<file path="src/hw/rtl/fp32_gemm_tile_accumulator_assert.svh">
// assertion macros for the tile accumulator
`ifndef FP32_GEMM_TILE_ACCUMULATOR_ASSERT_SVH
`define FP32_GEMM_TILE_ACCUMULATOR_ASSERT_SVH
// implication checked on every clock, muted during reset
`define FGA_ASSERT_IMP(label, clk, rst_n, ante, cons, msg) \
    label: assert property (@(posedge clk) disable iff (!rst_n) (ante) |-> (cons)) \
        else $error(msg);
// next-cycle implication checked on every clock, muted during reset
`define FGA_ASSERT_NXT(label, clk, rst_n, ante, cons, msg) \
    label: assert property (@(posedge clk) disable iff (!rst_n) (ante) |=> (cons)) \
        else $error(msg);
`endif

</file>
<file path="src/hw/rtl/fga_pkg.sv">
package fga_pkg;
    localparam int unsigned LANES = 4;
    localparam logic [31:0] DEFAULT_NAN = 32'hFFC00000;
    localparam logic [31:0] QNAN_BIT = 32'h00400000;
    localparam logic CMD_ACC = 1'b0;
    localparam logic CMD_PRELOAD = 1'b1;
    localparam logic REG_ROWS = 1'b0;
    localparam logic REG_COLS = 1'b1;

    typedef struct packed {
        logic        command;
        logic [1:0]  row_select;
        logic [31:0] a_0;
        logic [31:0] a_1;
        logic [31:0] a_2;
        logic [31:0] a_3;
        logic [31:0] b_0;
        logic [31:0] b_1;
        logic [31:0] b_2;
        logic [31:0] b_3;
        logic        last_step;
    } t_in_beat;

    typedef struct packed {
        logic [1:0]  out_row;
        logic [1:0]  out_col;
        logic [31:0] c_value;
        logic        last_result;
    } t_out_beat;

    typedef enum logic [2:0] {
        ST_IDLE, ST_MUL, ST_ALIGN, ST_NORM, ST_ROUND, ST_EMIT
    } t_state;

    // stage one products and special cases for one lane
    typedef struct packed {
        logic        special;
        logic [31:0] special_val;
        logic        ps;
        logic        sc;
        logic        czero;
        logic [47:0] prod;
        logic signed [11:0] xe;
        logic [23:0] cm;
        logic signed [11:0] ye;
    } t_mul;

    // aligned sum before normalization
    typedef struct packed {
        logic        special;
        logic [31:0] special_val;
        logic        rs;
        logic        zero_sum;
        logic [75:0] r;
        logic signed [11:0] re;
    } t_sum;
endpackage

</file>
<file path="src/hw/rtl/fga_fma_lane.sv">
module fga_fma_lane
    import fga_pkg::*;
(
    input  logic        i_clk,
    input  logic [1:0]  i_phase,
    input  logic [31:0] i_a,
    input  logic [31:0] i_b,
    input  logic [31:0] i_c,
    output logic [31:0] o_res
);
    // phase 0 multiply, 1 align and add, 2 normalize, 3 round
    t_mul r_mul, n_mul;
    t_sum r_sum, n_sum;
    logic [75:0] r_norm, n_norm;
    logic signed [11:0] r_ne, n_ne;
    logic [6:0] r_shamt, n_shamt;
    logic r_nshr, n_nshr;

    logic       sa, sb, sc;
    logic [7:0] ea, eb, ec;
    logic [22:0] fa, fb, fc;
    logic ainf, binf, cinf, azero, bzero, czero;

    always_comb begin
        sa = i_a[31]; sb = i_b[31]; sc = i_c[31];
        ea = i_a[30:23]; eb = i_b[30:23]; ec = i_c[30:23];
        fa = i_a[22:0]; fb = i_b[22:0]; fc = i_c[22:0];
        ainf = ea == 8'hFF; binf = eb == 8'hFF; cinf = ec == 8'hFF;
        azero = ea == 8'd0 && fa == 23'd0;
        bzero = eb == 8'd0 && fb == 23'd0;
        czero = ec == 8'd0 && fc == 23'd0;
        n_mul = '0;
        n_mul.ps = sa ^ sb;
        n_mul.sc = sc;
        n_mul.czero = czero;
        n_mul.prod = {(ea != 8'd0), fa} * {(eb != 8'd0), fb};
        // product value prod * 2^(xe), lsb weight
        n_mul.xe = 12'($signed({4'd0, (ea != 8'd0) ? ea : 8'd1}))
                 + 12'($signed({4'd0, (eb != 8'd0) ? eb : 8'd1})) - 12'sd300;
        n_mul.cm = {(ec != 8'd0), fc};
        n_mul.ye = 12'($signed({4'd0, (ec != 8'd0) ? ec : 8'd1})) - 12'sd150;
        if (ainf && fa != 23'd0) begin
            n_mul.special = 1'b1; n_mul.special_val = i_a | QNAN_BIT;
        end else if (binf && fb != 23'd0) begin
            n_mul.special = 1'b1; n_mul.special_val = i_b | QNAN_BIT;
        end else if (cinf && fc != 23'd0) begin
            n_mul.special = 1'b1; n_mul.special_val = i_c | QNAN_BIT;
        end else if ((ainf && bzero) || (binf && azero)) begin
            n_mul.special = 1'b1; n_mul.special_val = DEFAULT_NAN;
        end else if (ainf || binf) begin
            n_mul.special = 1'b1;
            n_mul.special_val = (cinf && sc != (sa ^ sb)) ? DEFAULT_NAN
                              : {sa ^ sb, 8'hFF, 23'd0};
        end else if (cinf) begin
            n_mul.special = 1'b1; n_mul.special_val = i_c;
        end else if (azero || bzero) begin
            n_mul.special = 1'b1;
            n_mul.special_val = czero ? {(sa ^ sb) & sc, 31'd0} : i_c;
        end
    end

    // align: both operands placed in a 76-bit window, lsb weight 2^(re)
    logic [75:0] xw, yw, big, sml, shd;
    logic signed [11:0] bige, smle, d;
    logic bigs, smls, sticky;
    logic [75:0] mask;

    always_comb begin
        xw = {28'd0, r_mul.prod};
        yw = {52'd0, r_mul.cm};
        mask = '0;
        // shift each operand up so common window has top room
        if (r_mul.xe - 12'sd48 >= r_mul.ye - 12'sd72) begin
            big = xw << 26; bige = r_mul.xe - 12'sd26; bigs = r_mul.ps;
            sml = yw << 50; smle = r_mul.ye - 12'sd50; smls = r_mul.sc;
        end else begin
            big = yw << 50; bige = r_mul.ye - 12'sd50; bigs = r_mul.sc;
            sml = xw << 26; smle = r_mul.xe - 12'sd26; smls = r_mul.ps;
        end
        d = smle - bige;
        // negative d: small operand lies below big's window
        if (d >= 0) begin
            shd = sml << d[6:0];
            sticky = 1'b0;
            if (d > 12'sd75) shd = '0;
        end else if (-d >= 12'sd76) begin
            shd = '0; sticky = sml != '0;
        end else begin
            mask = (76'd1 << 7'(-d)) - 76'd1;
            shd = sml >> 7'(-d);
            sticky = (sml & mask) != '0;
        end
        n_sum = '0;
        n_sum.special = r_mul.special;
        n_sum.special_val = r_mul.special_val;
        n_sum.re = bige;
        if (r_mul.czero) begin
            // zero addend: the product alone is rounded
            n_sum.r = xw << 26; n_sum.re = r_mul.xe - 12'sd26; n_sum.rs = r_mul.ps;
        end else if (bigs == smls) begin
            n_sum.r = big + shd; n_sum.r[0] = n_sum.r[0] | sticky; n_sum.rs = bigs;
        end else if (big >= {shd[75:1], shd[0] | sticky}) begin
            n_sum.r = big - shd - {75'd0, sticky};
            n_sum.r[0] = n_sum.r[0] | sticky; n_sum.rs = bigs;
        end else begin
            n_sum.r = shd - big; n_sum.rs = smls;
        end
        n_sum.zero_sum = n_sum.r == '0 && !sticky;
    end

    // normalize: find top bit, shift so its weight stays known
    logic [6:0] top;
    logic signed [11:0] s;
    always_comb begin
        top = '0;
        for (int i = 0; i < 76; i++) begin
            if (r_sum.r[i]) top = 7'(i);
        end
        s = 12'($signed({5'd0, top})) - 12'sd23;
        if (s < -12'sd149 - r_sum.re) s = -12'sd149 - r_sum.re;
        n_nshr = s > 0;
        n_shamt = (s > 0) ? ((s > 12'sd76) ? 7'd127 : s[6:0])
                          : ((-s > 12'sd75) ? 7'd76 : 7'(-s));
        n_norm = r_sum.r;
        n_ne = r_sum.re + s + 12'sd150;
    end

    logic [75:0] q, rem, half;
    logic [31:0] m;
    always_comb begin
        q = '0; rem = '0; half = '0;
        if (!r_nshr) begin
            m = 32'(r_norm << r_shamt);
        end else if (r_shamt > 7'd76) begin
            // shifted past the whole window, rounds to zero
            m = '0;
        end else begin
            q = r_norm >> r_shamt;
            half = 76'd1 << (r_shamt - 7'd1);
            rem = r_norm & ((76'd1 << r_shamt) - 76'd1);
            if (rem > half || (rem == half && q[0])) q = q + 76'd1;
            m = 32'(q);
        end
        if (r_sum.special) o_res = r_sum.special_val;
        else if (r_sum.zero_sum) o_res = r_mul.czero ? {r_sum.rs, 31'd0} : 32'd0;
        else if (r_ne >= 12'sd255) o_res = {r_sum.rs, 8'hFF, 23'd0};
        else if (m == '0) o_res = {r_sum.rs, 31'd0};
        else o_res = {r_sum.rs, 31'd0} | ((32'(r_ne - 12'sd1) << 23) + m);
    end

    always_ff @(posedge i_clk) begin
        if (i_phase == 2'd0) r_mul <= n_mul;
        if (i_phase == 2'd1) r_sum <= n_sum;
        if (i_phase == 2'd2) begin
            r_norm <= n_norm; r_ne <= n_ne; r_shamt <= n_shamt; r_nshr <= n_nshr;
        end
    end
endmodule

</file>
<file path="config.mk">
export PLATFORM = sky130hd
export DESIGN_NAME = fga_fma_lane
export DESIGN_NICKNAME = d
export VERILOG_FILES = /design/src/hw/rtl/fp32_gemm_tile_accumulator_assert.svh /design/src/hw/rtl/fga_pkg.sv /design/src/hw/rtl/fga_fma_lane.sv
export SDC_FILE = /design/constraint.sdc
export NUM_CORES = 2
export LEC_CHECK = 0
export ABC_AREA = 1
export BUFFER_PORTS_ARGS = -buffer_cell sky130_fd_sc_hd__buf_4
export CAP_MARGIN = 20
export CORE_MARGIN = 3
export CORE_UTILIZATION = 39
export CTS_CLUSTER_DIAMETER = 200
export DETAILED_ROUTE_END_ITERATION = 16
export MAX_ROUTING_LAYER = met4
export PLACE_DENSITY = 0.61
export SYNTH_ARGS = -nofsm -noshare
export SYNTH_HDL_FRONTEND = slang
export SYNTH_SLANG_ARGS = --single-unit
</file>
<file path="constraint.sdc">
create_clock -name i_clk -period 16.1 [get_ports i_clk]
set_input_delay 0.805 -clock i_clk [delete_from_list [all_inputs] [get_ports i_clk]]
set_output_delay 0.805 -clock i_clk [all_outputs]
set_load 0.02 [all_outputs]
</file>
### After elaboration in Yosys (flattened, before gate mapping)

Cells that the tools add are included.

* register bits: 351
* output and inout port bits: 32

* add/sub/neg operators: 24
* multiply operators: 1
* magnitude comparators: 12
* equal/unequal tests: 8
* shifts and indexed selects: 7
* mux-type cells: 117
* bitwise operators: 8
* reduce and logical (&&, ||, !) cells: 35

Operators by type and width (count)
* $mux 7: 77
* $mux 32: 16
* $mux 76: 6
* $shl 1x7->76 const A: 3
* $and 76x76->76: 2
* $reduce_bool 76->1: 2
* $sub 76x1->76 const B: 2
* $sub 76x76->76: 2
* $mux 74: 2
* $add 76x76->76: 1
* $eq 76x76->1: 1
* $ge 76x76->1: 1
* $gt 76x76->1: 1
* $logic_not 76->1: 1
* $shl 76x7->32: 1
* $shl 76x7->76: 1
* $shr 76x7->32: 1
* $shr 76x7->76: 1
* $sub 76x1->76: 1
* $logic_not 23->1: 3
* $reduce_bool 23->1: 3
* $mul 24x24->48: 1
* $mux 12: 4
* $gt 12x8->1 const B: 3
* 44 further kinds: 76

### Depth between registers and ports, before layout

* depth after elaboration: 82
* depth in mapped cells: 110
* depth with buffers taken out: 109

### Worst setup path before layout

No wires, ideal clock.

* kind: register to register
* start: register r_mul[3] (netlist name)
* end: register r_sum[88] (netlist name), data pin
* setup time: 0.138 ns
* arrival: 12.688 ns
* required time: 15.962 ns
* path slack: 3.274 ns
* cell stages (with the launch flop): 106
* period minus slack after synthesis: 12.826 ns
* path through: edfxtp_1 inv_1 ha_1 nand2_1 nand2_1 xor2_1 ha_1 a21oi_1 o21ai_0 nand2_1 o2111ai_1 or2_1 nand3_4 buf_4 buf_4 clkbuf_1 clkbuf_1 clkbuf_1 (+70 left out) o21ai_0 o21ai_0 o21ai_0 nand2_1 nand2_1 o21ai_1 nand2_1 nor2_1 nand4_1 nor2_1 nand4_1 nor2_1 nand4_1 nor2_1 nand4_1 nor2_1 nand4_1 nor2_1

RTL lines
* from (decl): RTL line fga_fma_lane.sv:12 `t_mul r_mul, n_mul;`
* from (signal assigned): RTL line fga_fma_lane.sv:152 `if (i_phase == 2'd0) r_mul <= n_mul;`
* to (signal assigned): RTL line fga_fma_lane.sv:153 `if (i_phase == 2'd1) r_sum <= n_sum;`
* to (decl): RTL line fga_fma_lane.sv:13 `t_sum r_sum, n_sum;`

==> results.cfg <==
[logic_synthesis]
yosysTopAreaCell = fa_1
ys_seq_area_share_pct = 15.00
yosys_warnings = 0
yosys.area_share.adder_pct = 25.88
synth_edf_count = 346
netlist_instances = 10613
muxShareOfSynthArea_pct = 1.129
synth_xor_area_share_pct = 2.554
syn_nets = 11825
postSynthAreaPerCell_um2 = 6.528
synth_top_area_share_pct = 15.40
synth_compound_area_share_pct = 16.25
ys_types = 79
ys_async_sr_fraction_pct = 0
synth-simple-area-share_pct = 25.17
synth.area.top_cells = fa_1, edfxtp_1, nand2_1, inv_1, ha_1
synth-seq-cells = 346
synth_flop_cell = edfxtp_1
synth_top_family_by_area = adder cells
syn_area_um2 = 69280

[detailed_routing]
ant_nets = 0
drc = 0
wl_met2_um = 144400
top_layer = met4
routedWlPerCell_um = 25.28
vias_per_cell = 5.580
dr.first_iter.drc_count = 7506
wl_met3_um = 27150
wl_um = 325600
vias = 71851
drt-pass1-iter-count = 6
m1WireLength_um = 135000

[hold_path]
min_from = i_c[11]
whs_endpoint = r_mul[23]
hold_class = in -> reg
holdPathStages = 1

[clocking]
clock_path_buffers = 3
cts_root_buffer = clkbuf_16
cts_buffers = 44
holdBufCountCts = 0
cts_tree = done
htreeDepth = 2
clkTransAtPathRegs_ns = 0.06
cts.sinks = 346
insertion_delay_ns = 0.62
post_cts_resized = 0
post_cts_buffers = 0

[global_routing]
grt_pass1_wl_um = 469300
antenna_found_initial = 24
globalRouteOverflowTotal = 0
grt_usage_pct = 35.93
grt_pass1_vias = 68970
grt_max_degree = 94

[floorplan]
start_util_pct = 39.29
die_height_um = 427.5
die_x_um = 427.5
io_pins = 131
dieArea_um2 = 182700
coreArea_um2 = 176300
rows = 154

[sta]
max_freq_mhz = 67.01
rsz0062_at_grt = false
fin_skew_ns = 0.03630
layout_min_cycle_time_ns = 14.92
fin_crit_sh_pct = 92.70
setup_viol = 0
worstMarginPinSlew_ns = 1.254
report.final.slew_viol_count = 0
relSlewSlack_pct = 15.53
hold_viol_final = 0
tns_ns = 0

[setup_path]
cp-start-kind = register
rr_startpoint = r_mul[3]
r2r_slack_ns = 1.18
required_ns = 16.57
cp_max_fo = 42
path_class = reg -> reg
r2r_cells = 72
cpPeakStageDelay_ns = 0.58
cp_common_cell = nor2_1
crit_arrival_ns = 15.39
endpoint_kind = register
timing.rr.end = r_sum[88]
crit_slowest_cell = a32oi_1

[cells_and_area]
multi_input_area_um2 = 49270
layout.nets = 11691
n_fill_cell = 18964
layout-drive-gt1-share_pct = 4.852
area_growth_pct = 7.038
seqCellArea_um2 = 10390

[placement]
io_buffers = 130
gp_congestion = 1.047
post-dp-hpwl_um = 266900

[flow_run]
timing.max_cap.violations = 0

[run_status]
status = finished clean
==> synth_stat cells (all sizes together), types with 42 or more instances <==
cell type,number
nand2,2570
fa,533
o22ai,51
xor2,154
xnor2,42
inv,2063
o21ai,973
a31oi,93
nor4,60
mux2i,77
nand3,334
clkbuf,397
buf,87
a21oi,571
ha,580
nor2,1070
nor3,139
edfxtp,346
nand4,89
==> stage by stage <==
step / cell area (um^2) / setup slack [ns] / util (%) / instances / hold WS [ns]
floorplan: 69280 / 3.274 / - / 10613 / 0.4003
finish: 74150 / 1.176 / 42.06 / 12877 / 0.3815
CTS: 74030 / 1.015 / 41.99 / 12849 / 0.3505
global placement: 72550 / 1.127 / 41.15 / 12764 / 0.4033
detailed placement: 72590 / 1.083 / 41.17 / 12770 / 0.4054
global route: 74140 / 0.02386 / 42.05 / 12872 / 0.3677
==> metal layers <==
layer / up-vias / global-route usage (%)
met2: 3242 / 55.37
met3: 587 / 5.946
li1: 33434 / -
met1: 34588 / 46.03
met4: 0 / 16.76
met5: - / -
==> how the worst max path moves through the flow <==
stage,cells past startpoint,slack (ns),startpoint,endpoint
5_1_grt,106,0.02,r_mul[3],r_sum[88]
3_5_place_dp,102,1.08,r_mul[3],r_sum[88]
4_1_cts,105,1.02,r_mul[3],r_sum[88]
3_3_place_gp,105,1.13,r_mul[3],r_sum[88]
2_1_floorplan,105,3.27,r_mul[3],r_sum[88]
6_report,72,1.18,r_mul[3],r_sum[88]
==> critical path, delay by kind of cell (launching register included) <==
kind | cells | cell delay, ns
fa+ha+maj | 5 | 1.63
compound gates | 17 | 4.29
flops | 1 | 0.44
mux | 1 | 0.36
xor+xnor | 1 | 0.20
simple gates | 38 | 5.05
buf+inv | 10 | 2.75
==> placed cells by master (no fill, tap or decap), types with 25 or more instances in the layout <==
cell type  count
o21ai_0      942
o22ai_1       51
nor2_1      1054
o211ai_1      41
nand2_1     2557
nor4_1        58
o31ai_1       36
a21oi_1      567
xnor2_1       41
diode_2       25
ha_1         579
nand3_1      333
edfxtp_1     346
o21a_1        28
nand4_1       89
a31oi_1       92
inv_1       2037
inv_2         25
clkbuf_16     44
mux2i_1       77
or2_2         35
fa_1         533
xor2_1       149
buf_4        303
nor3_1       136
==> final cells by class <==
type / instances / share of cell area [%]
antenna: 25 / 0.08437
clock buffer: 47 / 1.500
clock inverter: 32 / 0.4404
inverter: 2074 / 10.50
multi-input combinational: 7709 / 66.44
sequential: 346 / 14.01
tap: 2340 / 3.948
timing repair buffer: 304 / 3.078
==> logic make-up (layout without fill, tap and decap cells) <==
logic type | Yosys count | in the layout
adder cells (fa/ha/maj) | 1113 | 1113
AND/OR/NAND/NOR | 4320 | 4320
buffers and inverters | 2558 | 2457
other | 0 | 25
AO/OA/AOI/OAI | 2002 | 2002
flip-flops | 346 | 346
multiplexers | 78 | 78
XOR/XNOR | 196 | 196
==> registers in the layout, indices dropped and copies added (netlist names) <==
signal and count:
n_sum 33, n_norm 76, r_sum 47, r_nshr 1, r_shamt 7, r_ne 12
r_mul 94, r_norm 76
Power is left out: the tool's default activity adds up to more than one toggle a clock period on the data nets, which glitch-free logic cannot reach.
